==> src/rtl/mp2q_pkg.sv <==
// shared types, widths and constants of the 2-d max pooling unit
// no dependencies; every other file of the unit but mp2q_if uses it
`default_nettype none

package mp2q_pkg;

  localparam int SAMPLE_W   = 16;
  localparam int HEIGHT_W   = 10;
  localparam int WIDTH_W    = 7;
  localparam int CHAN_W     = 7;
  localparam int KERN_W     = 4;
  localparam int CFG_IDX_W  = 3;
  localparam int CFG_DATA_W = 10;
  localparam int LIMIT_W    = 11;

  // reciprocal multiply: q = (n * ceil(2^14 / s)) >> 14 is exact for n < 1024, s < 16
  localparam int RECIP_SHIFT = 14;
  localparam int RECIP_W     = 15;
  localparam int PROD_R_W    = HEIGHT_W + RECIP_W;
  localparam int PROD_C_W    = WIDTH_W + RECIP_W;

  localparam int DEF_MAX_COLUMNS  = 64;
  localparam int DEF_MAX_CHANNELS = 64;

  typedef enum logic [CFG_IDX_W-1:0] {
    REG_MAP_HEIGHT    = 3'd0,
    REG_MAP_WIDTH     = 3'd1,
    REG_CHANNEL_COUNT = 3'd2,
    REG_KERNEL_ROWS   = 3'd3,
    REG_KERNEL_COLS   = 3'd4,
    REG_STRIDE_ROWS   = 3'd5,
    REG_STRIDE_COLS   = 3'd6
  } cfg_reg_e;

  typedef struct packed {
    logic signed [SAMPLE_W-1:0] sample;
    logic                       map_start;
  } in_word_t;

  typedef struct packed {
    logic signed [SAMPLE_W-1:0] pooled;
    logic                       map_done;
  } out_word_t;

  // effective shape after clamping, plus the derived output size
  typedef struct packed {
    logic [HEIGHT_W-1:0] h;
    logic [WIDTH_W-1:0]  w;
    logic [CHAN_W-1:0]   chn;
    logic [KERN_W-1:0]   sr;
    logic [KERN_W-1:0]   sc;
    logic [KERN_W-1:0]   kr;
    logic [KERN_W-1:0]   kc;
    logic [RECIP_W-1:0]  recip_r;
    logic [RECIP_W-1:0]  recip_c;
    logic [HEIGHT_W-1:0] out_h;
    logic [WIDTH_W-1:0]  out_w;
  } cfg_t;

  // one word on its way to the max memory
  typedef struct packed {
    logic                       valid;
    logic                       hit;
    logic                       first;
    logic                       last;
    logic                       done;
    logic signed [SAMPLE_W-1:0] sample;
  } pos_t;

  function automatic logic [RECIP_W-1:0] recip(input logic [KERN_W-1:0] s);
    logic [RECIP_W-1:0] r;
    unique case (s)
      4'd2:    r = 15'd8192;
      4'd3:    r = 15'd5462;
      4'd4:    r = 15'd4096;
      4'd5:    r = 15'd3277;
      4'd6:    r = 15'd2731;
      4'd7:    r = 15'd2341;
      4'd8:    r = 15'd2048;
      4'd9:    r = 15'd1821;
      4'd10:   r = 15'd1639;
      4'd11:   r = 15'd1490;
      4'd12:   r = 15'd1366;
      4'd13:   r = 15'd1261;
      4'd14:   r = 15'd1171;
      4'd15:   r = 15'd1093;
      default: r = 15'd16384;
    endcase
    return r;
  endfunction

endpackage

`default_nettype wire

==> src/rtl/mp2q_cfg.sv <==
// configuration registers, clamping to legal shapes and derived output size
// depends on mp2q_pkg
`default_nettype none

module mp2q_cfg #(
  parameter int MAX_COLUMNS  = mp2q_pkg::DEF_MAX_COLUMNS,
  parameter int MAX_CHANNELS = mp2q_pkg::DEF_MAX_CHANNELS
) (
  input  wire logic                              clk_i,
  input  wire logic                              rst_ni,
  input  wire logic                              cfg_we_i,
  input  wire logic [mp2q_pkg::CFG_IDX_W-1:0]    cfg_idx_i,
  input  wire logic [mp2q_pkg::CFG_DATA_W-1:0]   cfg_data_i,
  output mp2q_pkg::cfg_t                         cfg_o
);

  logic [mp2q_pkg::HEIGHT_W-1:0] height_q;
  logic [mp2q_pkg::WIDTH_W-1:0]  width_q;
  logic [mp2q_pkg::CHAN_W-1:0]   chans_q;
  logic [mp2q_pkg::KERN_W-1:0]   krows_q, kcols_q, srows_q, scols_q;
  logic [mp2q_pkg::HEIGHT_W-1:0] out_h_q, out_h_d;
  logic [mp2q_pkg::WIDTH_W-1:0]  out_w_q, out_w_d;

  logic [mp2q_pkg::WIDTH_W-1:0]  w_raw;
  logic [mp2q_pkg::CHAN_W-1:0]   c_raw;
  logic [mp2q_pkg::KERN_W-1:0]   kr_raw, kc_raw;
  logic [mp2q_pkg::PROD_R_W-1:0] oh_prod;
  logic [mp2q_pkg::PROD_C_W-1:0] ow_prod;
  mp2q_pkg::cfg_t                cfg;

  always_ff @(posedge clk_i or negedge rst_ni) begin
    if (!rst_ni) begin
      height_q <= 10'd1;
      width_q  <= 7'd1;
      chans_q  <= 7'd1;
      krows_q  <= 4'd2;
      kcols_q  <= 4'd2;
      srows_q  <= 4'd2;
      scols_q  <= 4'd2;
      out_h_q  <= '0;
      out_w_q  <= '0;
    end else begin
      out_h_q <= out_h_d;
      out_w_q <= out_w_d;
      if (cfg_we_i) begin
        unique case (mp2q_pkg::cfg_reg_e'(cfg_idx_i))
          mp2q_pkg::REG_MAP_HEIGHT:    height_q <= cfg_data_i;
          mp2q_pkg::REG_MAP_WIDTH:     width_q  <= cfg_data_i[mp2q_pkg::WIDTH_W-1:0];
          mp2q_pkg::REG_CHANNEL_COUNT: chans_q  <= cfg_data_i[mp2q_pkg::CHAN_W-1:0];
          mp2q_pkg::REG_KERNEL_ROWS:   krows_q  <= cfg_data_i[mp2q_pkg::KERN_W-1:0];
          mp2q_pkg::REG_KERNEL_COLS:   kcols_q  <= cfg_data_i[mp2q_pkg::KERN_W-1:0];
          mp2q_pkg::REG_STRIDE_ROWS:   srows_q  <= cfg_data_i[mp2q_pkg::KERN_W-1:0];
          mp2q_pkg::REG_STRIDE_COLS:   scols_q  <= cfg_data_i[mp2q_pkg::KERN_W-1:0];
          default: ;
        endcase
      end
    end
  end

  always_comb begin
    cfg = '0;
    cfg.h  = (height_q == '0) ? 10'd1 : height_q;
    w_raw  = (width_q == '0) ? 7'd1 : width_q;
    c_raw  = (chans_q == '0) ? 7'd1 : chans_q;
    cfg.w  = (mp2q_pkg::LIMIT_W'(w_raw) > mp2q_pkg::LIMIT_W'(MAX_COLUMNS))
             ? mp2q_pkg::WIDTH_W'(MAX_COLUMNS) : w_raw;
    cfg.chn = (mp2q_pkg::LIMIT_W'(c_raw) > mp2q_pkg::LIMIT_W'(MAX_CHANNELS))
              ? mp2q_pkg::CHAN_W'(MAX_CHANNELS) : c_raw;
    cfg.sr = (srows_q == '0) ? 4'd1 : srows_q;
    cfg.sc = (scols_q == '0) ? 4'd1 : scols_q;
    kr_raw = (krows_q == '0) ? 4'd1 : krows_q;
    kc_raw = (kcols_q == '0) ? 4'd1 : kcols_q;
    cfg.kr = (kr_raw > cfg.sr) ? cfg.sr : kr_raw;
    cfg.kc = (kc_raw > cfg.sc) ? cfg.sc : kc_raw;
    cfg.recip_r = mp2q_pkg::recip(cfg.sr);
    cfg.recip_c = mp2q_pkg::recip(cfg.sc);
    // output size is registered from the clamped shape, so after a write it settles later than the other fields
    oh_prod = mp2q_pkg::PROD_R_W'(cfg.h) * mp2q_pkg::PROD_R_W'(cfg.recip_r);
    ow_prod = mp2q_pkg::PROD_C_W'(cfg.w) * mp2q_pkg::PROD_C_W'(cfg.recip_c);
    out_h_d = mp2q_pkg::HEIGHT_W'(oh_prod >> mp2q_pkg::RECIP_SHIFT);
    out_w_d = mp2q_pkg::WIDTH_W'(ow_prod >> mp2q_pkg::RECIP_SHIFT);
    cfg.out_h = out_h_q;
    cfg.out_w = out_w_q;
  end

  assign cfg_o = cfg;

endmodule

`default_nettype wire

==> config.mk <==
export PLATFORM = sky130hd
export DESIGN_NAME = mp2q_cfg
export DESIGN_NICKNAME = d
export VERILOG_FILES = /design/src/rtl/mp2q_pkg.sv /design/src/rtl/mp2q_cfg.sv
export SDC_FILE = /design/constraint.sdc
export NUM_CORES = 1
export LEC_CHECK = 0
export BUFFER_PORTS_ARGS = -buffer_cell sky130_fd_sc_hd__clkbuf_2
export CORE_MARGIN = 10
export CORE_UTILIZATION = 54
export CTS_BUF_LIST = sky130_fd_sc_hd__clkbuf_16
export DETAILED_ROUTE_END_ITERATION = 10
export PLACE_DENSITY = 0.74
export SLEW_MARGIN = 5
export SYNTH_ARGS = -nofsm -noshare
export SYNTH_HDL_FRONTEND = slang
export SYNTH_SLANG_ARGS = --single-unit
==> constraint.sdc <==
create_clock -name clk_i -period 18.7 [get_ports clk_i]
set_clock_uncertainty 0.1 [all_clocks]
set_input_delay 1.87 -clock clk_i [delete_from_list [all_inputs] [get_ports clk_i]]
set_output_delay 1.87 -clock clk_i [all_outputs]
set_load 0.02 [all_outputs]
Yosys cells after proc, flatten, opt, wreduce, memory -nomap -nowiden. Memory sizes are Yosys's and may differ from the RTL's. Cells that the tools add are included.

Register bits after elaboration: 57. Bits in read-only memories: 480. Input port bits: 16. Memories: 2.

Multipliers: 2. Magnitude comparators: 4. Equal/unequal tests: 6. Muxes and demuxes: 11. Reduce and logical (&&, ||, !) cells: 15.

Memories: (no name shown) (depth 16, width 15, rd ports 1, clocked after memory_dff 0, wr ports 0, line mp2q_pkg.sv:72) `unique case (s)`; (no name shown) (depth 16, width 15, rd ports 1, clocked after memory_dff 0, wr ports 0, line mp2q_pkg.sv:72).

Operators with widths (count): 2-to-1 mux 7 bit (4); multiplier 10 x 15 -> 24 bit (1); 2-to-1 mux 4 bit (6); multiplier 7 x 15 -> 21 bit (1); zero test 4 bit (4); greater-than comparator 7 bit, second input constant (2); zero test 7 bit (2); AND reduction 2 bit (7); zero test 10 bit (1); 2-to-1 mux 10 bit (1); == test 3 bit, second input constant (3); greater-than comparator 4 bit (2); == test 3 x 2 -> 1 bit, second input constant (2); == test 3 x 1 -> 1 bit, second input constant (1); zero test 3 bit (1).

Depth between registers and ports, before layout. Gate-level depths: netlist (run 1).

Depth after elaboration: 5. Gate-level depth with buffers: 28. Mapped depth without buffers: 26.

Worst setup path after synthesis (run 1). Ideal clock, no wire load.

Path kind: register to register. From: register srows_q[2] (netlist name). To: register out_h_q[7] (netlist name). Library setup time: 123 ps. Data arrival time: 6475 ps. Data required time: 18477 ps. Slack: 12002 ps. Cell stages (with the launch flop): 29. Buffers on the path: 2. Path through: dfrtp_1 > buf_2 > nor3_1 > nor2_1 > inv_1 > ha_1 > o22ai_1 > a21oi_1 > clkbuf_1 > nand2_1 > fa_1 > inv_1 > fa_1 > inv_1 > fa_1 > inv_1 > fa_1 > inv_1 > fa_1 > inv_1 > ha_1 > a21oi_1 > o211ai_1 > and4bb_2 > a211oi_2 > a211oi_2 > inv_1 > a31o_1 > xor2_1.

RTL lines: start, declared (line mp2q_cfg.sv:20) `logic [mp2q_pkg::KERN_W-1:0] krows_q, kcols_q, srows_q, scols_q;`; start signal, assigned (line mp2q_cfg.sv:52) `mp2q_pkg::REG_STRIDE_ROWS: srows_q <= cfg_data_i[mp2q_pkg::KERN_W-1:0];`; end signal, assigned (line mp2q_cfg.sv:43) `out_h_q <= out_h_d;`; end, declared (line mp2q_cfg.sv:21) `logic [mp2q_pkg::HEIGHT_W-1:0] out_h_q, out_h_d;`.

Final worst setup path (run 1).
From: register srows_q[2] (netlist name). To: register out_h_q[7] (netlist name).

Longest elaborated chain between the ends: 4.

RTL lines: zero test 4 bit (line mp2q_cfg.sv:69) `cfg.sr = (srows_q == '0) ? 4'd1 : srows_q;`; 2-to-1 mux 4 bit * (line mp2q_cfg.sv:69); memory (16 x 15 bit) *; multiplier 10 x 15 -> 24 bit * (line mp2q_cfg.sv:78) `oh_prod = mp2q_pkg::PROD_R_W'(cfg.h) * mp2q_pkg::PROD_R_W'(cfg.recip_r);`; net oh_prod (one bit) (line mp2q_cfg.sv:27) `logic [mp2q_pkg::PROD_R_W-1:0] oh_prod;`.

The timed path passes the listed nets; every way through them passes the cells marked *. A chain may end at the register's enable or synchronous reset.

==> results.ini, run 1 <==
[yosys]
synthAdderAreaFrac_pct = 43.8
syn_inst = 1160
async_reset_ff_share_pct = 100
synth_top_family_by_area = adder cells
ys_ff_latch = 57
syn-num-nets = 1439
synth.distinct_cells = 67
yosys.area_share.simple_pct = 18.0
yosysWarnings = 0
ys_seq_area_share_pct = 13.9
synth_mux_area_share_pct = 5.12
synth_edf_count = 0
synth_compound_area_share_pct = 6.71
synth_xor_area_share_pct = 2.13
avgSynthCellArea_um2 = 8.87
synth_ff_type = dfrtp_1
synthesis.area_um2 = 10300

[placed_design]
place_congestion = 0.888
pre_cts_ws_ps = 11300
post-dp-hpwl_um = 19900
port_buffers = 102
placed_area_um2 = 10900

[cells_and_area]
nets = 1488
finish.instance_area_um2 = 11200
synthToLayoutAreaGrowth_pct = 8.82
diodes = 0
final_cell_mix = inv_1 (202), fa_1 (162), nand2_1 (143)
drive_gt1_share_pct = 16.2
layout_commonest_cell = inv_1

[worst_setup_path]
arrival_ps = 7540
path_class = reg2reg
cp_max_fo = 22
ff2ff_path_depth = 27
crit_path_top_delay_cell = a21oi_1
r2r-start = srows_q[2]$_DFFE_PN0P_
path_buf_inv = 8
critPathMaxStageDelay_ps = 660
cp.required_ps = 18810
endpoint_kind = register
cp_top_family = adder cells
crit_cells = 27
start_kind = register
path_common_cell = inv_1
crit_start = srows_q[2]$_DFFE_PN0P_

[drt]
drt-initial-drc-count = 476
drc_errors = 0
wire_per_inst_um = 17.1
routed_wl_um = 24800
viasPerCell = 5.50
dr.pass1.iters = 6
antenna_left = 0
vias = 7957

[floorplan]
initial_core_util_pct = 55.0
die_x_um = 158
die_area_um2 = 25000
die-height_um = 158
coreArea_um2 = 18700
pin_count = 103
rows = 50

[power_and_ir_drop]
comb_power_share_pct = 81.0
p_leak_nw = 5.99
sw_frac_of_total_pct = 53.2
vdd_drop_max_mv = 0.118
switchingPower_w = 0.00115
power.share.sequential_pct = 10.6
cellPowerDensity_nw_per_um2 = 193
p_int_w = 0.00101
p_clk_share_pct = 8.4

[timing]
finalMaxSlewViolations = 0
report.final.setup_viol = 0
relSlewSlack_pct = 30.0
post-route-min-period_ps = 7420
timing.fmax_mhz = 135
worst_slew_pin_slew_ps = 1040
fin_crit_sh_pct = 39.7
rsz0062_at_grt = no
setup_tns_ps = 0
hold_viol_final = 0
fin_ws_ps = 11280

[cts]
cts_tree = yes
post_cts_buffers = 0
cts-root-buf = clkbuf_16
clkLatencyLatePin_ps = 340
hold_buffers = 0
cts_resized = 0
numCtsBuffers = 9
htree_levels = 3
clockBufferDepth = 2
cts_sinks = 57
path_clk_slew_ps = 60

[worst_hold_path]
hold_start = kcols_q[0]$_DFFE_PN0P_
whs_path_depth = 1
holdCritPathClass = reg2reg

[outcome]
status = finished clean

[run]
cap_violations = 0

[global_route]
grt_usage_pct = 20.5
grt_pass1_wl_um = 40800
grt_antenna_before_repair = 0
grt_pass1_vias = 8065
grt_overflow_total = 0
grt_max_degree = 58

stage by stage:
stage	std cells	total power [W]	utilization [%]	hold WS [ps]
after floorplan	1160	0.00156	-	381
after global placement	1432	0.00195	58.1	397
after detailed placement	1432	0.00199	58.1	407
after CTS	1448	0.00220	59.9	438
after global routing	1448	0.00244	59.9	457
final	1448	0.00216	59.9	431
registers in the layout (all words and copies together), names as in the netlist:
| name | cells |
|---|---|
| height_q | 10 |
| out_h_q | 10 |
| chans_q | 7 |
| out_w_q | 7 |
| width_q | 7 |
| kcols_q | 4 |
| krows_q | 4 |
| scols_q | 4 |
| srows_q | 4 |
Yosys cell counts, drive strengths merged (4+ instances only):
master	count	area, um^2
nand2b	11	76.3
mux2	45	507
a211oi	5	47.5
xor2	8	70.1
clkbuf	64	240
and2	80	500
nor2	81	304
buf	9	50.0
nand2	143	537
o22ai	4	25.0
o211ai	4	35.0
inv	203	762
a21o	6	45.0
nand3	12	60.1
nor2b	11	68.8
o21ai	27	139
ha	101	1260
dfrtp	50	1250
dfstp	7	184
xnor2	17	149
nor3	18	105
fa	162	3240
o21a	7	52.6
nand4	5	31.3
a21oi	35	179
power groups by stage:
| stage | logic (W) | clock network, W | registers [W] |
|---|---|---|---|
| finish | 0.00175 | 0.000182 | 0.000230 |
| global route | 0.00201 | 0.000192 | 0.000237 |
| CTS | 0.00178 | 0.000187 | 0.000229 |
| detailed placement | 0.00176 | 0 | 0.000230 |
| global placement | 0.00172 | 0 | 0.000230 |
| floorplan | 0.00135 | 0 | 0.000206 |
cell type report:
type | count | area (um^2)
Clock inverter | 7 | 103
Sequential cell | 57 | 1440
Inverter | 205 | 769
Clock buffer | 9 | 225
Tap cell | 234 | 293
Timing Repair Buffer | 111 | 578
Fill cell | 1614 | 7500
Multi-Input combinational cell | 825 | 7800
logic make-up after synthesis:
logic type,count (synthesis)
AND/OR/NAND/NOR,383
buffers and inverters,278
adder cells (fa/ha/maj),263
AO/OA/AOI/OAI,107
flip-flops,57
multiplexers,47
XOR/XNOR,25
path summary, 6_finish.rpt:
path / endpoint / slack [ps]
worst max-delay path: out_h_q[7]$_DFF_PN0_ / 11280
worst min-delay path: kcols_q[0]$_DFFE_PN0P_ / 430
worst max register to register: out_h_q[7]$_DFF_PN0_ / 11280
worst min register to register: kcols_q[0]$_DFFE_PN0P_ / 430
max in group asynchronous: height_q[4]$_DFFE_PN0P_ / 16400
min in group asynchronous: out_h_q[2]$_DFF_PN0_ / 1580
per-layer routing:
layer	track usage (%)	vias up	routed length, um
met5	0	-	0
met4	5.43	0	552
met3	5.13	38	2030
met2	34.4	295	12100
met1	25.8	3936	10100
li1	-	3688	-
Power figures use the tool's default switching activity.
==> inputs of run 2 (changes only) <==
Clock period 18.7 ns to 7 ns, I/O delays scaled along.
==> run 2 against run 1 <==
  * Combinational power increased to 2.8 times the previous value
  * Worst hold slack got worse by 12 ps
  * Sequential power increased to 2.6 times the previous value
  * Critical path depth decreased by 2
  * Register-to-register slack got worse by 11000 ps
  * Sequential share of layout area decreased by 0.16 points
  * Critical endpoint unchanged
  * Highest routed layer unchanged
==> results.ini, run 2 (synthesized netlist as in run 1, its figures left out) <==
[cts]
cts_tree = yes
htree_levels = 3
clockBufferDepth = 2
clkLatencyLatePin_ps = 340
numCtsBuffers = 9
hold_buffers = 0
cts_sinks = 57
cts-root-buf = clkbuf_16
path_clk_slew_ps = 60

[global_route]
grt_overflow_total = 0
grt_pass1_vias = 8621
grt_max_degree = 58
grt_usage_pct = 21.3
grt_pass1_wl_um = 42700
grt_antenna_before_repair = 0

[worst_hold_path]
holdCritPathClass = in2async

[worst_setup_path]
critPathMaxStageDelay_ps = 530
cp_max_fo = 8
endpoint_kind = register
cp_top_family = adder cells
cp.required_ps = 7120
path_class = reg2reg
start_kind = register
path_buf_inv = 6
crit_path_top_delay_cell = fa_1
arrival_ps = 6780
crit_cells = 25
ff2ff_path_depth = 25

[cells_and_area]
layout_commonest_cell = inv_1
drive_gt1_share_pct = 17.6
nets = 1502
final_cell_mix = inv_1 (202), fa_1 (162), nand2_1 (143)
diodes = 0
largest_registers = height_q: 10 flops, out_h_q: 10 flops
nFillCells = 1601
synthToLayoutAreaGrowth_pct = 10.2

[timing]
report.final.setup_viol = 0
timing.fmax_mhz = 150
fin_ws_ps = 338
hold_viol_final = 0
setup_tns_ps = 0
relSlewSlack_pct = 30.7
fin_crit_sh_pct = 95.2
worst_slew_pin_slew_ps = 1030
rsz0062_at_grt = no
finalMaxSlewViolations = 0
post-route-min-period_ps = 6660

[drt]
drc_errors = 0
viasPerCell = 5.54
drt-initial-drc-count = 467
antenna_left = 0
routed_wl_um = 25600
wire_per_inst_um = 17.5
vias = 8105
dr.pass1.iters = 5

[power_and_ir_drop]
cellPowerDensity_nw_per_um2 = 522
vdd_drop_max_mv = 0.423
p_leak_nw = 6.07
total_power_w = 0.00592

[floorplan]
rows = 50
die_x_um = 158
pin_count = 103
coreArea_um2 = 18700
initial_core_util_pct = 55.0
die-height_um = 158
die_area_um2 = 25000

[placed_design]
post-dp-hpwl_um = 20200
place_congestion = 0.893
port_buffers = 102
pre_cts_ws_ps = 68.4

[outcome]
status = finished clean

[run]
cap_violations = 0

## run 2: cell type report
cell class	count	area, um^2	share of cell area [%]
Clock buffer	9	225	1.99
Sequential cell	57	1440	12.7
Multi-Input combinational cell	825	7820	69.0
Tap cell	234	293	2.58
Clock inverter	7	103	0.905
Inverter	205	769	6.79
Timing Repair Buffer	125	696	6.13
## run 2: repair_timing
| action | in CTS | in global routing |
|---|---|---|
| setup buffers | 0 | 4 |
| setup endpoints to repair | 0 | 6 |
| gates resized for setup | 0 | 7 |
## run 2: final timing paths
kind | start | endpoint | slack [ps]
setup / recovery | srows_q[1]$_DFFE_PN1P_ | out_h_q[7]$_DFF_PN0_ | 340
hold / removal | rst_ni | out_h_q[0]$_DFF_PN0_ | 420
setup reg to reg | srows_q[1]$_DFFE_PN1P_ | out_h_q[7]$_DFF_PN0_ | 340
hold reg to reg | chans_q[1]$_DFFE_PN0P_ | chans_q[1]$_DFFE_PN0P_ | 440
max in group asynchronous | rst_ni | width_q[2]$_DFFE_PN0P_ | 5850
min in group clk_i | chans_q[1]$_DFFE_PN0P_ | chans_q[1]$_DFFE_PN0P_ | 440
## run 2: stage by stage
step / hold slack [ps] / area [um^2] / util (%) / std cells
2_1_floorplan: 304 / 10300 / - / 1160
3_3_place_gp: 397 / 10900 / 58.5 / 1442
3_5_place_dp: 421 / 10900 / 58.5 / 1442
4_1_cts: 443 / 11300 / 60.3 / 1458
5_1_grt: 468 / 11300 / 60.6 / 1462
6_report: 419 / 11300 / 60.6 / 1462
## run 2: worst register-to-register path, delay by kind of cell (launching register included)
family                   cells  cell delay (ps)
adder cells (fa/ha/maj)      7             3030
AO/OA/AOI/OAI                6             1310
AND/OR/NAND/NOR              4              910
buffers and inverters        6              530
flip-flops                   1              380
XOR/XNOR                     1              140
multiplexers                 1              130
## run 2: layer usage
metal	share of wire [%]	GRT usage [%]	routed length, um	up-vias
met5	0	0	0	-
met3	7.4	5.05	1880	43
li1	-	-	-	3722
met1	42	27.1	10700	4072
met2	49	35.9	12500	268
met4	1.8	5.29	471	0
## run 2: where the power goes
| part | internal (W) | total (W) | switching, W |
|---|---|---|---|
| Sequential | 0.000450 | 0.000599 | 0.000149 |
| Combinational | 0.00199 | 0.00483 | 0.00283 |
| Clock | 0.000315 | 0.000497 | 0.000181 |
