[config.mk]
export PLATFORM = sky130hd
export DESIGN_NAME = mp2q_addr
export DESIGN_NICKNAME = d
export VERILOG_FILES = /design/src/rtl/mp2q_pkg.sv /design/src/rtl/mp2q_addr.sv
export SDC_FILE = /design/constraint.sdc
export NUM_CORES = 1
export LEC_CHECK = 0
export ABC_AREA = 1
export BUFFER_PORTS_ARGS = -buffer_cell sky130_fd_sc_hd__buf_2
export CAP_MARGIN = 40
export CORE_MARGIN = 5
export CORE_UTILIZATION = 50
export DETAILED_ROUTE_END_ITERATION = 12
export PLACE_DENSITY = 0.79
export SYNTH_ARGS = -nofsm -noshare
export SYNTH_HDL_FRONTEND = slang
export SYNTH_SLANG_ARGS = --single-unit
[constraint.sdc]
create_clock -name clk_i -period 10.45 [get_ports clk_i]
set_clock_uncertainty 0.1 [all_clocks]
set_input_delay 1.045 -clock clk_i [delete_from_list [all_inputs] [get_ports clk_i]]
set_output_delay 1.045 -clock clk_i [all_outputs]
set_load 0.01 [all_outputs]
[src/rtl/mp2q_pkg.sv]
// shared types, widths and constants of the 2-d max pooling unit
// no dependencies; every other file of the unit but mp2q_if uses it
`default_nettype none

package mp2q_pkg;

  localparam int SAMPLE_W   = 16;
  localparam int HEIGHT_W   = 10;
  localparam int WIDTH_W    = 7;
  localparam int CHAN_W     = 7;
  localparam int KERN_W     = 4;
  localparam int CFG_IDX_W  = 3;
  localparam int CFG_DATA_W = 10;
  localparam int LIMIT_W    = 11;

  // reciprocal multiply: q = (n * ceil(2^14 / s)) >> 14 is exact for n < 1024, s < 16
  localparam int RECIP_SHIFT = 14;
  localparam int RECIP_W     = 15;
  localparam int PROD_R_W    = HEIGHT_W + RECIP_W;
  localparam int PROD_C_W    = WIDTH_W + RECIP_W;

  localparam int DEF_MAX_COLUMNS  = 64;
  localparam int DEF_MAX_CHANNELS = 64;

  typedef enum logic [CFG_IDX_W-1:0] {
    REG_MAP_HEIGHT    = 3'd0,
    REG_MAP_WIDTH     = 3'd1,
    REG_CHANNEL_COUNT = 3'd2,
    REG_KERNEL_ROWS   = 3'd3,
    REG_KERNEL_COLS   = 3'd4,
    REG_STRIDE_ROWS   = 3'd5,
    REG_STRIDE_COLS   = 3'd6
  } cfg_reg_e;

  typedef struct packed {
    logic signed [SAMPLE_W-1:0] sample;
    logic                       map_start;
  } in_word_t;

  typedef struct packed {
    logic signed [SAMPLE_W-1:0] pooled;
    logic                       map_done;
  } out_word_t;

  // effective shape after clamping, plus the derived output size
  typedef struct packed {
    logic [HEIGHT_W-1:0] h;
    logic [WIDTH_W-1:0]  w;
    logic [CHAN_W-1:0]   chn;
    logic [KERN_W-1:0]   sr;
    logic [KERN_W-1:0]   sc;
    logic [KERN_W-1:0]   kr;
    logic [KERN_W-1:0]   kc;
    logic [RECIP_W-1:0]  recip_r;
    logic [RECIP_W-1:0]  recip_c;
    logic [HEIGHT_W-1:0] out_h;
    logic [WIDTH_W-1:0]  out_w;
  } cfg_t;

  // one word on its way to the max memory
  typedef struct packed {
    logic                       valid;
    logic                       hit;
    logic                       first;
    logic                       last;
    logic                       done;
    logic signed [SAMPLE_W-1:0] sample;
  } pos_t;

  function automatic logic [RECIP_W-1:0] recip(input logic [KERN_W-1:0] s);
    logic [RECIP_W-1:0] r;
    unique case (s)
      4'd2:    r = 15'd8192;
      4'd3:    r = 15'd5462;
      4'd4:    r = 15'd4096;
      4'd5:    r = 15'd3277;
      4'd6:    r = 15'd2731;
      4'd7:    r = 15'd2341;
      4'd8:    r = 15'd2048;
      4'd9:    r = 15'd1821;
      4'd10:   r = 15'd1639;
      4'd11:   r = 15'd1490;
      4'd12:   r = 15'd1366;
      4'd13:   r = 15'd1261;
      4'd14:   r = 15'd1171;
      4'd15:   r = 15'd1093;
      default: r = 15'd16384;
    endcase
    return r;
  endfunction

endpackage

`default_nettype wire

[src/rtl/mp2q_addr.sv]
// position counters and window decode: turns each accepted sample into
// a memory address and first/last/done flags; depends on mp2q_pkg
`default_nettype none

module mp2q_addr #(
  parameter int MAX_CHANNELS = mp2q_pkg::DEF_MAX_CHANNELS,
  parameter int AW           = 12
) (
  input  wire logic               clk_i,
  input  wire logic               rst_ni,
  input  wire mp2q_pkg::cfg_t     cfg_i,
  input  wire logic               en_i,
  input  wire logic               acc_i,
  input  wire mp2q_pkg::in_word_t word_i,
  output mp2q_pkg::pos_t          pos_o,
  output logic [AW-1:0]           idx_o
);

  logic [mp2q_pkg::HEIGHT_W-1:0] row_q;
  logic [mp2q_pkg::WIDTH_W-1:0]  col_q;
  logic [mp2q_pkg::CHAN_W-1:0]   chan_q;

  logic [mp2q_pkg::HEIGHT_W-1:0] p_row;
  logic [mp2q_pkg::WIDTH_W-1:0]  p_col;
  logic [mp2q_pkg::CHAN_W-1:0]   p_chan;
  logic [mp2q_pkg::HEIGHT_W:0]   row_inc;
  logic [mp2q_pkg::WIDTH_W:0]    col_inc;
  logic [mp2q_pkg::CHAN_W:0]     chan_inc;
  logic                          wrap_chan, wrap_col, wrap_row;

  logic                          b_valid_q;
  logic [mp2q_pkg::HEIGHT_W-1:0] b_row_q;
  logic [mp2q_pkg::WIDTH_W-1:0]  b_col_q;
  logic [mp2q_pkg::CHAN_W-1:0]   b_chan_q;
  logic                          b_inshape_q;
  logic signed [mp2q_pkg::SAMPLE_W-1:0] b_sample_q;
  logic [mp2q_pkg::PROD_R_W-1:0] b_prod_r_q;
  logic [mp2q_pkg::PROD_C_W-1:0] b_prod_c_q;

  logic [mp2q_pkg::HEIGHT_W-1:0] oh, dr;
  logic [mp2q_pkg::WIDTH_W-1:0]  ow, dc;
  logic                          win;

  // map_start restarts the position before this sample is placed
  always_comb begin
    p_row     = word_i.map_start ? '0 : row_q;
    p_col     = word_i.map_start ? '0 : col_q;
    p_chan    = word_i.map_start ? '0 : chan_q;
    chan_inc  = {1'b0, p_chan} + 8'd1;
    col_inc   = {1'b0, p_col} + 8'd1;
    row_inc   = {1'b0, p_row} + 11'd1;
    wrap_chan = chan_inc >= {1'b0, cfg_i.chn};
    wrap_col  = col_inc >= {1'b0, cfg_i.w};
    wrap_row  = row_inc >= {1'b0, cfg_i.h};
  end

  always_ff @(posedge clk_i or negedge rst_ni) begin
    if (!rst_ni) begin
      row_q     <= '0;
      col_q     <= '0;
      chan_q    <= '0;
      b_valid_q <= 1'b0;
    end else begin
      if (en_i) begin
        b_valid_q <= acc_i;
      end
      if (acc_i) begin
        chan_q <= wrap_chan ? '0 : chan_inc[mp2q_pkg::CHAN_W-1:0];
        col_q  <= p_col;
        row_q  <= p_row;
        if (wrap_chan) begin
          col_q <= wrap_col ? '0 : col_inc[mp2q_pkg::WIDTH_W-1:0];
          if (wrap_col) begin
            row_q <= wrap_row ? '0 : row_inc[mp2q_pkg::HEIGHT_W-1:0];
          end
        end
      end
    end
  end

  always_ff @(posedge clk_i) begin
    if (en_i) begin
      b_row_q     <= p_row;
      b_col_q     <= p_col;
      b_chan_q    <= p_chan;
      b_sample_q  <= word_i.sample;
      b_inshape_q <= (p_row < cfg_i.h) && (p_col < cfg_i.w) && (p_chan < cfg_i.chn);
      b_prod_r_q  <= mp2q_pkg::PROD_R_W'(p_row) * mp2q_pkg::PROD_R_W'(cfg_i.recip_r);
      b_prod_c_q  <= mp2q_pkg::PROD_C_W'(p_col) * mp2q_pkg::PROD_C_W'(cfg_i.recip_c);
    end
  end

  // window index and offset inside the window
  always_comb begin
    oh  = mp2q_pkg::HEIGHT_W'(b_prod_r_q >> mp2q_pkg::RECIP_SHIFT);
    ow  = mp2q_pkg::WIDTH_W'(b_prod_c_q >> mp2q_pkg::RECIP_SHIFT);
    dr  = b_row_q - (oh * mp2q_pkg::HEIGHT_W'(cfg_i.sr));
    dc  = b_col_q - (ow * mp2q_pkg::WIDTH_W'(cfg_i.sc));
    win = b_inshape_q && (oh < cfg_i.out_h) && (ow < cfg_i.out_w) &&
          (dr < mp2q_pkg::HEIGHT_W'(cfg_i.kr)) && (dc < mp2q_pkg::WIDTH_W'(cfg_i.kc));

    pos_o.valid  = b_valid_q;
    pos_o.hit    = win;
    pos_o.first  = (dr == '0) && (dc == '0);
    pos_o.last   = (dr == mp2q_pkg::HEIGHT_W'(cfg_i.kr) - 10'd1) &&
                   (dc == mp2q_pkg::WIDTH_W'(cfg_i.kc) - 7'd1);
    pos_o.done   = (oh == cfg_i.out_h - 10'd1) && (ow == cfg_i.out_w - 7'd1) &&
                   (b_chan_q == cfg_i.chn - 7'd1);
    pos_o.sample = b_sample_q;
    idx_o        = AW'(32'(ow) * MAX_CHANNELS + 32'(b_chan_q));
  end

endmodule

`default_nettype wire

Yosys cells after proc, flatten, opt, wreduce, memory -nomap -nowiden
Cells that the tools add are included.
{ "totals": {"wordCells": 62, "in_bits": 108, "ff_bits": 111} }
{ "classes": {"n_eq_ne": 5, "n_addsub": 11, "mul": 4, "mux": 9, "reduce_logical": 12, "n_lt_le_gt_ge": 10} }
{ "ops": {"columns": ["operator", "count"], "rows": [
  ["2-to-1 mux 10 bit", 4],
  ["2-to-1 mux 7 bit", 5],
  ["multiplier 10 x 15 -> 24 bit", 1],
  ["== test 7 bit", 3],
  ["less-than comparator 7 bit", 3],
  ["multiplier 7 x 15 -> 21 bit", 1],
  ["== test 10 bit", 2],
  ["less-than comparator 10 bit", 2],
  ["adder 7 x 1 -> 8 bit (second input constant)", 2],
  ["greater-or-equal comparator 8 x 7 -> 1 bit", 2],
  ["subtractor 7 x 1 -> 7 bit (second input constant)", 2],
  ["adder 12 x 7 -> 12 bit", 1],
  ["adder 10 x 1 -> 11 bit (second input constant)", 1],
  ["greater-or-equal comparator 11 x 10 -> 1 bit", 1],
  ["logical AND 1 bit", 10],
  ["zero test 10 bit", 1],
  ["less-than comparator 10 x 4 -> 1 bit", 1],
  ["multiplier 10 x 4 -> 10 bit", 1],
  ["subtractor 10 x 1 -> 10 bit (second input constant)", 1],
  ["subtractor 10 bit", 1],
  ["subtractor 4 x 1 -> 5 bit (second input constant)", 2],
  ["zero test 7 bit", 1],
  ["less-than comparator 7 x 4 -> 1 bit", 1],
  ["multiplier 7 x 4 -> 7 bit", 1],
  ["subtractor 7 bit", 1]
]} }

Longest topological paths before layout
Gate-level depths: netlist (run 1).
{ "depth": {"word_depth": 6, "depth_mapped": 24, "depth_no_buf": 22} }

Worst setup path before layout (run 1)
OpenSTA, ideal clock, no wires.
{ "synth_path": {"path_type": "input to register", "startpoint": "input port word_i[0] in the netlist's numbering", "endpoint": "register b_prod_r_q[19] in the netlist's numbering (data pin)", "t_arrival_ps": 6043, "setup_slack_ps": 4048, "n_path_buf": 3, "stages": 23, "required_time_ps": 10091, "cell_sequence": "buf_6 -> buf_12 -> nor2_1 -> clkbuf_1 -> nand2_1 -> fa_1 -> inv_1 -> fa_1 -> inv_1 -> fa_1 -> inv_1 -> fa_1 -> inv_1 -> fa_1 -> inv_1 -> ha_1 -> a21oi_1 -> o21ai_0 -> a21oi_1 -> a21boi_0 -> nor2_1 -> nor2_1 -> xnor2_1"} }
{ "synth_via": {"elab_chain_len": 2} }
{ "synth_lines": {"columns": ["item", "line", "rtl"], "rows": [
  ["start: declaration", "mp2q_addr.sv:14", "input wire mp2q_pkg::in_word_t word_i,"],
  ["2-to-1 mux 10 bit", "mp2q_addr.sv:46", "p_row = word_i.map_start ? '0 : row_q;"],
  ["net p_row, one bit", "mp2q_addr.sv:23", "logic [mp2q_pkg::HEIGHT_W-1:0] p_row;"],
  ["multiplier 10 x 15 -> 24 bit", "mp2q_addr.sv:88", "b_prod_r_q <= mp2q_pkg::PROD_R_W'(p_row) * mp2q_pkg::PROD_R_W'(cfg_i.recip_r);"],
  ["end signal: assignment", "mp2q_addr.sv:88", null],
  ["end: declaration", "mp2q_addr.sv:37", "logic [mp2q_pkg::PROD_R_W-1:0] b_prod_r_q;"]
]} }
The timed path passes the listed nets, and every way through them passes these cells.
A chain may end at the register's enable or synchronous reset.

Final worst setup path (run 1)
Ends and elaborated chain as after synthesis.

==> metrics.md, run 1 <==
| Metric | Value |
|---|---|
| Status | finished clean |
| Final Max Tran Viols | 0 |
| Post-DP Area | 16900 µm² |
| # clock sinks | 83 |
| Layout area overhead | 8.35% |
| Unique masters post-synth | 52 |
| CP delay by family, top | adder cells |
| GP Congestion | 0.948 |
| Pre-Repair DR Iteration Count | 6 |
| Initial antenna violation count | 1 |
| DRC viols | 0 |
| Most common cell after layout, fill and taps aside | nand2_1 |
| Crit path DAT | 6.84 ns |
| Routed WL | 41700 µm |
| # hold bufs at CTS | 0 |
| Input/output buffers | 140 |
| Post-synthesis net count | 2536 |
| DR iter-0 viols | 1117 |
| Hpwl dp | 34600 µm |
| Sequential area share after synthesis | 14.9% |
| Design area | 17200 µm² |
| Crit. End Element | flop |
| Die ar. | 35400 µm² |
| TritonCTS clock tree | yes |
| Wirelength per Cell | 16.3 µm |
| Power per cell area | 65.1 nW/µm² |
| WS Path Type | in -> reg |
| Vias per inst | 5.35 |
| I/O pin cnt | 141 |
| Slowest cell delay on critical path | 0.54 ns |
| Height of the die | 188 µm |
| Fillers | 2854 |
| Setup_tns | 0 ns |
| Effective utilization at floorplan | 50.4% |
| Mean Syn Cell Area | 7.79 µm² |
| WP data required | 10.46 ns |
| FFs w/ async S/R, synth | 30.1% |
| Largest net degree at the start of global routing | 61 |
| Power Total | 1.12 mW |
| EDFF count, synth | 58 |
| Slowest cell on the critical path | fa_1 |
| Most frequent cell on the critical path | fa_1 |
| Critical-path cell list | buf_2, inv_4, nand2_1, clkinv_1, nand2_1, fa_1, fa_1, inv_1, fa_1, fa_1, inv_1, fa_1, inv_1, ha_1, a21oi_1, o21ai_0, a21oi_1, a21boi_0, nor2_1, nor2_1, xnor2_1 |
| CP Max Fanout | 18 |
| Most frequent cells in the layout | 439 x nand2_1, 433 x inv_1, 197 x ha_1, 193 x fa_1, 181 x nor2_1 |
| Fin. Hold Viols | 0 |
| # rows | 65 |
| Max-cap viol count | 0 |
| VDD IR max | 0.000115 V |
| Measured slew at the worst slew-check pin | 0.883 ns |
| H-tree levels | 3 |
| Fmax | 146 MHz |
| Die Width | 188 µm |
| Syn. warnings | 0 |
| First-pass GRT wire length | 69500 µm |
| Synthesized flop and latch total | 83 |
| Finish-stage setup viols | 0 |
| # resized after CTS | 0 |
| Post-DRT Antenna Nets | 0 |
| Hold crit path type | reg -> reg |
| Clock Path Buffers | 2 |
| Vias in the first global route | 14200 |
| Vias | 13700 |
| Final core utilization | 54.6% |
| Buf+Inv Stages, Crit Path | 6 |
| Top FF cell, synth | edfxtp_1 |
| Root buffer cell | clkbuf_16 |
| RSZ-0062 raised after global routing | false |
| Mapped Cells | 2038 |
| Clk_lat worst skew | 0.35 ns |
| Leakage Power | 9.42 nW |
| Fin crit share | 65.4% |
| Final global-route overflow total | 0 |
| Final net count | 2651 |
| Worst-path clk slew | 0.07 ns |
| Setup Buffers After CTS | 0 |
| Total GRT Usage | 23.7% |
| Worst rel slew slack | 41.1% |
| Post-Syn Area | 15900 µm² |
| CORE AREA | 31500 µm² |
| Min Tclk post-route | 6.83 ns |
| Total CTS buffers | 9 |
| Share of cells above drive strength 1 | 9.59% |
| Critical path launch point type | input port |
==> worst paths after layout <==
kind                                      start                        to  slack, ns  cells past startpoint
max reg2reg                row_q[5]$_DFFE_PN0P_  b_prod_r_q[19]$_DFFE_PP_       4.56                     21
min                        row_q[4]$_DFFE_PN0P_      row_q[4]$_DFFE_PN0P_       0.40                      2
min in group asynchronous                rst_ni      col_q[4]$_DFFE_PN0P_       0.59                      1
max in group asynchronous                rst_ni      col_q[2]$_DFFE_PN0P_       9.28                      1
min reg2reg                row_q[4]$_DFFE_PN0P_      row_q[4]$_DFFE_PN0P_       0.40                      2
max                                   word_i[0]  b_prod_r_q[19]$_DFFE_PP_       3.62                     21
==> kinds of logic after synthesis <==
family,share of synthesized area [%]
AO/OA/AOI/OAI,6.87
flip-flops,14.9
AND/OR/NAND/NOR,21.6
adder cells (fa/ha/maj),39.9
buffers and inverters,12.1
XOR/XNOR,4.68
==> cells in the mapped netlist, types with 3 or more instances <==
| library cell | count | area (µm²) |
|---|---|---|
| nor2_2 | 8 | 50.1 |
| buf_2 | 4 | 20.0 |
| nor3_4 | 3 | 48.8 |
| nand3b_1 | 6 | 45.0 |
| clkinv_1 | 5 | 18.8 |
| nor3_1 | 16 | 80.1 |
| a21o_1 | 6 | 45.0 |
| fa_1 | 193 | 3860 |
| o22ai_1 | 4 | 25.0 |
| nor2_1 | 181 | 679 |
| a21boi_0 | 3 | 22.5 |
| xnor2_1 | 26 | 228 |
| edfxtp_1 | 58 | 1740 |
| nand2_1 | 439 | 1650 |
| a31oi_1 | 4 | 25.0 |
| inv_2 | 8 | 30.0 |
| nand2_2 | 4 | 25.0 |
| nor3_2 | 4 | 40.0 |
| a211oi_1 | 5 | 37.5 |
| or2_2 | 4 | 25.0 |
| xor2_1 | 57 | 499 |
| nand4_1 | 20 | 125 |
| inv_1 | 433 | 1630 |
| o21ai_1 | 11 | 55.1 |
| a21oi_1 | 76 | 380 |
| nor2_4 | 4 | 45.0 |
| clkbuf_1 | 15 | 56.3 |
| buf_4 | 10 | 75.1 |
| buf_1 | 8 | 30.0 |
| o21ai_0 | 60 | 300 |
| o211ai_1 | 6 | 45.0 |
| nand3_1 | 98 | 490 |
| dfrtp_1 | 25 | 626 |
| ha_1 | 197 | 2460 |
| nor4_1 | 4 | 25.0 |
| buf_6 | 3 | 33.8 |
| o21bai_1 | 9 | 67.6 |
==> power breakdown <==
group,switching [mW],internal [mW],leakage [nW],total [mW]
Combinational,0.256,0.148,8.35,0.404
Clock,0.145,0.189,0.149,0.334
Sequential,0.0132,0.368,0.929,0.382
==> layer usage <==
metal | share of wire (%) | up-vias | global-route usage [%] | wire length, µm
li1 | - | 6553 | - | -
met1 | 43 | 6531 | 32.4 | 17800
met2 | 47 | 554 | 39.6 | 19700
met3 | 7.7 | 75 | 3.98 | 3200
met4 | 2.3 | 0 | 5.76 | 955
met5 | 0 | - | 0 | 0
==> worst min-delay path, stage by stage, from the launching register on <==
cell and delay (ns):
dfrtp_1 0.36, nand2_1 0.06, nand2_1 0.06
==> area by class of cell <==
class	count	area, µm²	share of cell area (%)
Antenna cell	1	2.50	0.0146
Clock buffer	10	229	1.33
Clock inverter	6	72.6	0.422
Inverter	448	1690	9.81
Multi-Input combinational cell	1466	11600	67.4
Sequential cell	83	2370	13.8
Tap cell	402	503	2.92
Timing Repair Buffer	145	753	4.38
==> per-stage QoR <==
stage	setup WS [ns]	std cells	hold WS [ns]
floorplan	4.05	2038	0.349
global placement	3.41	2541	0.392
detailed placement	3.32	2544	0.379
CTS	3.68	2560	0.396
global route	3.30	2561	0.419
finish	3.62	2561	0.404
==> sequential cells by signal (all words and copies together), names as in the netlist <==
signal       cells
b_prod_r_q      10
row_q           10
b_prod_c_q       7
b_chan_q         7
b_row_q         10
col_q            7
b_inshape_q      1
b_sample_q      16
b_col_q          7
b_valid_q        1
chan_q           7
(Power assumes the default switching activity.)
==> run 2, diff against run 1 <==
--- a/config.mk
+++ b/config.mk
@@ -11,7 +11,7 @@
 export CORE_MARGIN = 5
 export CORE_UTILIZATION = 50
 export DETAILED_ROUTE_END_ITERATION = 12
-export PLACE_DENSITY = 0.79
+export PLACE_DENSITY = 0.81
 export SYNTH_ARGS = -nofsm -noshare
 export SYNTH_HDL_FRONTEND = slang
 export SYNTH_SLANG_ARGS = --single-unit
==> constraint.sdc (replaced) <==
create_clock -name clk_i -period 5.5 [get_ports clk_i]
set_clock_uncertainty 0.1 [all_clocks]
set_input_delay 0.55 -clock clk_i [delete_from_list [all_inputs] [get_ports clk_i]]
set_output_delay 0.55 -clock clk_i [all_outputs]
set_load 0.01 [all_outputs]
==> metrics.md, run 2 (synthesis results as in run 1) <==
| Metric | Value |
|---|---|
| Final global-route overflow total | 0 |
| Power Total | 2.09 mW |
| Fmax | 189 MHz |
| Max-cap viol count | 0 |
| WP data required | 5.49 ns |
| Top reg by flops | b_sample_q |
| First-pass GRT wire length | 71300 µm |
| Wirelength per Cell | 16.4 µm |
| CP Max Fanout | 7 |
| Input/output buffers | 140 |
| Most frequent cells in the layout | 439 x nand2_1, 430 x inv_1, 197 x ha_1, 193 x fa_1, 179 x nor2_1 |
| Die ar. | 35400 µm² |
| Clk_lat worst skew | 0.34 ns |
| Crit path DAT | 5.26 ns |
| Leakage Power | 9.84 nW |
| Critical path launch point type | input port |
| Post-DP Area | 17500 µm² |
| Most common cell after layout, fill and taps aside | nand2_1 |
| Fin. Hold Viols | 0 |
| Share of cells above drive strength 1 | 13.5% |
| Routed WL | 43300 µm |
| Effective utilization at floorplan | 50.4% |
| Min Tclk post-route | 5.28 ns |
| Slowest cell delay on critical path | 0.55 ns |
| Top routing layer in use | met4 |
| Number of flip-flops in the largest register | 16 |
| CORE AREA | 31500 µm² |
| Fillers | 2817 |
| Pre-CTS setup slack | -0.127 ns |
| Length of routed met3 wiring | 3200 µm |
| WS Path Type | in -> reg |
| Status | finished clean |
| DRC viols | 0 |
| Root buffer cell | clkbuf_16 |
| Total GRT Usage | 24.4% |
| Die Width | 188 µm |
| Vias per inst | 5.34 |
| Dpl cells | 2616 |
| M1 wire length | 18100 µm |
| Layout area overhead | 12.6% |
| Setup_tns | 0 ns |
| Fin crit share | 96.0% |
| Critical-path cell list | buf_2, buf_4, nor2_4, nand2_1, fa_1, inv_1, fa_1, inv_1, fa_1, inv_1, fa_1, inv_1, fa_1, inv_1, ha_1, a21oi_2, o21ai_0, a21oi_1, buf_4, o211ai_1, xnor2_1 |
| Post-DRT Antenna Nets | 0 |
| Height of the die | 188 µm |
| Final Max Tran Viols | 0 |
| Largest net degree at the start of global routing | 61 |
| Design area | 17900 µm² |
| # rows | 65 |
| VDD IR max | 0.000159 V |
| Final net count | 2736 |
| Final core utilization | 56.8% |
| RSZ-0062 raised after global routing | false |
| Vias | 14100 |
| Fin Hold WS | 0.104 ns |
| DR iter-0 viols | 914 |
| Hpwl dp | 36400 µm |
| Power per cell area | 117 nW/µm² |
| Worst-path clk slew | 0.06 ns |
| Met2 routed WL | 20800 µm |
| Crit. End Element | flop |
| Finish-stage setup viols | 0 |
| TritonCTS clock tree | yes |
| Worst rel slew slack | 44.1% |
| Measured slew at the worst slew-check pin | 0.839 ns |
| Fin cells | 2646 |
| GP Congestion | 0.964 |
| # clock sinks | 83 |
| Final WS setup | 0.223 ns |
| I/O pin cnt | 141 |
| Pre-Repair DR Iteration Count | 5 |
| H-tree levels | 3 |
| Vias in the first global route | 14600 |
| Clock Path Buffers | 2 |
| Total CTS buffers | 9 |
| Initial antenna violation count | 1 |
| Slowest cell on the critical path | fa_1 |
| Hold crit path type | in -> async |
run 2: changes by cell type in the layout (fill, tap and decap cells not counted), sizes merged:
cell | previous run | this run
buf | 145 | 230
clkinv | 7 | 10
inv | 446 | 444
bufinv | 1 | 0
clkbuf | 10 | 9
clkinvlp | 0 | 1
run 2: path summary, 6_finish.rpt:
| kind | from | end | slack (ns) | cells past startpoint |
|---|---|---|---|---|
| worst max-delay path | word_i[0] | b_prod_r_q[23]$_DFFE_PP_ | 0.22 | 21 |
| worst min-delay path | rst_ni | col_q[4]$_DFFE_PN0P_ | 0.10 | 1 |
| worst max register to register | row_q[8]$_DFFE_PN0P_ | b_prod_r_q[23]$_DFFE_PP_ | 0.30 | 18 |
| worst min register to register | row_q[4]$_DFFE_PN0P_ | row_q[4]$_DFFE_PN0P_ | 0.42 | 2 |
| max in group asynchronous | rst_ni | chan_q[5]$_DFFE_PN0P_ | 4.81 | 1 |
| min in group clk_i | word_i[3] | b_sample_q[2]$_DFFE_PP_ | 0.27 | 1 |
run 2: what timing repair did:
| action | in CTS | in global routing |
|---|---|---|
| hold buffers | 0 | 0 |
| setup buffers | 0 | 13 |
| gates resized for setup | 0 | 8 |
| setup endpoints to repair | 0 | 10 |
run 2: cell type report:
cell class / instances / area, µm² / share of cell area [%]
clock inverter: 7 / 53.8 / 0.301
multi-input combinational: 1466 / 11600 / 65.0
timing repair buffer: 230 / 1410 / 7.91
antenna: 1 / 2.50 / 0.0140
tap: 402 / 503 / 2.81
clock buffer: 9 / 225 / 1.26
sequential: 83 / 2370 / 13.2
inverter: 448 / 1690 / 9.44
run 2: per-layer routing:
layer	up-vias	GRT usage, %
met2	591	41.6
li1	6714	-
met4	0	6.75
met5	-	0
met1	6739	32.5
met3	96	3.85
run 2: critical path, delay by kind of cell:
| family | cells | cell delay, ns |
|---|---|---|
| buffers and inverters | 8 | 0.73 |
| and+or+nand+nor | 2 | 0.30 |
| AOI/OAI and AO/OA | 4 | 0.61 |
| adders and majority gates | 6 | 2.88 |
| xor gates and xnor gates | 1 | 0.16 |
run 2: power by group:
group | switching [mW] | internal, mW | total [mW]
Clock | 0.267 | 0.309 | 0.576
Sequential | 0.0240 | 0.700 | 0.724
Combinational | 0.500 | 0.294 | 0.794
Total | 0.791 | 1.30 | 2.09
==> run 3, diff against run 2 <==
--- a/config.mk
+++ b/config.mk
@@ -10,6 +10,7 @@
 export CAP_MARGIN = 40
 export CORE_MARGIN = 5
 export CORE_UTILIZATION = 50
+export CTS_BUF_LIST = sky130_fd_sc_hd__clkbuf_4 sky130_fd_sc_hd__clkbuf_8
 export DETAILED_ROUTE_END_ITERATION = 12
 export PLACE_DENSITY = 0.81
 export SYNTH_ARGS = -nofsm -noshare
==> metrics.md, run 3 (synthesis results as in run 1) <==
| Metric | Value |
|---|---|
| Layout area overhead | 11.9% |
| Pre-CTS setup slack | -0.127 ns |
| # clock sinks | 83 |
| Most common cell after layout, fill and taps aside | nand2_1 |
| Worst-path clk slew | 0.09 ns |
| Vias per inst | 5.36 |
| Power Total | 1.94 mW |
| Die ar. | 35400 µm² |
| Fin. Hold Viols | 0 |
| Height of the die | 188 µm |
| WP data required | 5.52 ns |
| Wirelength per Cell | 16.2 µm |
| Reg2reg path depth | 19 |
| Fmax | 190 MHz |
| Worst rel slew slack | 45.1% |
| Routed WL | 43000 µm |
| Leakage Power | 9.79 nW |
| Vias | 14200 |
| Max-cap viol count | 0 |
| DR iter-0 viols | 901 |
| Initial antenna violation count | 1 |
| Die Width | 188 µm |
| First-pass GRT wire length | 71100 µm |
| Effective utilization at floorplan | 50.4% |
| Largest net degree at the start of global routing | 61 |
| Crit. End Element | flop |
| Area of the multi-input gates | 11600 µm² |
| Clock Path Buffers | 2 |
| Total CTS buffers | 9 |
| Vias in the first global route | 14500 |
| # rows | 65 |
| Critical path launch point type | flop |
| Final net count | 2735 |
| Setup_tns | 0 ns |
| GP Congestion | 0.964 |
| CORE AREA | 31500 µm² |
| Clk_lat worst skew | 0.38 ns |
| Fin Hold WS | 0.0690 ns |
| Number of flip-flops in the largest register | 16 |
| VDD IR max | 0.000114 V |
| Final WS setup | 0.226 ns |
| Final global-route overflow total | 0 |
| Share of cells above drive strength 1 | 13.5% |
| TritonCTS clock tree | yes |
| FF+latch area | 2370 µm² |
| Final Max Tran Viols | 0 |
| Hpwl dp | 36400 µm |
| Status | finished clean |
| DRC viols | 0 |
| Hold crit path type | in -> async |
| Min Tclk post-route | 5.27 ns |
| Top reg by flops | b_sample_q |
| Measured slew at the worst slew-check pin | 0.823 ns |
| Finish-stage setup viols | 0 |
| Power per cell area | 109 nW/µm² |
| Input/output buffers | 140 |
| I/O pin cnt | 141 |
| H-tree levels | 3 |
| Most frequent cells in the layout | 439 x nand2_1, 430 x inv_1, 197 x ha_1, 193 x fa_1, 179 x nor2_1 |
| WS Path Type | reg -> reg |
| RSZ-0062 raised after global routing | false |
| Crit path DAT | 5.30 ns |
| Root buffer cell | clkbuf_8 |
| Fillers | 2852 |
| Fin crit share | 95.9% |
| Pre-Repair DR Iteration Count | 8 |
| Post-DRT Antenna Nets | 0 |
| CP Max Fanout | 8 |
| Total GRT Usage | 24.3% |
run 3: cell types whose count changed in the layout (fill, tap and decap cells not counted), sizes merged:
| cell | previous run | this run |
|---|---|---|
| buf | 230 | 229 |
run 3: routing by layer:
metal / vias to the layer above / wire (µm) / track usage [%]
met5: - / 0 / 0
met4: 0 / 1110 / 6.10
met3: 99 / 3290 / 3.85
met2: 584 / 20700 / 41.7
met1: 6774 / 17900 / 32.4
li1: 6713 / - / -
run 3: repair_timing:
item	CTS	global route
gates resized for setup	0	8
hold buffers	0	0
endpoints found under the setup margin	0	9
setup buffers	0	12
run 3: report_power, final:
part           total, mW  switching [mW]  internal, mW
sequential         0.723          0.0235         0.699
clock              0.424           0.257         0.167
combinational      0.790           0.497         0.293
total               1.94           0.777          1.16
run 3: area by class of cell:
class	count	share of cell area, %
multi-input cells	1466	65.4
inverters	448	9.49
clock inverters	7	0.303
clock buffers	9	0.697
well taps	402	2.83
diodes	1	0.0141
flip-flops and latches	83	13.3
repair buffers	229	7.91
run 3: worst max-delay path, cell delays in order (launching register included):
cell,delay (ns)
dfrtp_1,0.38
inv_2,0.08
nor2_4,0.20
buf_4,0.15
nand2_1,0.06
fa_1,0.54
inv_1,0.05
fa_1,0.56
fa_1,0.46
fa_1,0.54
inv_1,0.05
fa_1,0.52
inv_1,0.04
ha_1,0.35
nand2_1,0.09
o21ai_0,0.19
a21oi_1,0.11
buf_4,0.14
o211ai_1,0.28
xnor2_1,0.11
run 3: final timing paths:
kind / from / endpoint / slack (ns)
worst min-delay path: rst_ni / col_q[5]$_DFFE_PN0P_ / 0.07
max in group asynchronous: rst_ni / chan_q[5]$_DFFE_PN0P_ / 4.81
worst max-delay path: row_q[3]$_DFFE_PN0P_ / b_prod_r_q[23]$_DFFE_PP_ / 0.23
worst max register to register: row_q[3]$_DFFE_PN0P_ / b_prod_r_q[23]$_DFFE_PP_ / 0.23
worst min register to register: row_q[4]$_DFFE_PN0P_ / row_q[4]$_DFFE_PN0P_ / 0.42
min in group clk_i: word_i[4] / b_sample_q[3]$_DFFE_PP_ / 0.24
run 3: metrics by stage:
stage                     util [%]  area, µm²  cells
after global placement        55.5      17500   2616
after global routing          56.5      17800   2645
after CTS                     56.1      17700   2632
final                         56.5      17800   2645
after floorplan                  -      15900   2038
after detailed placement      55.5      17500   2616
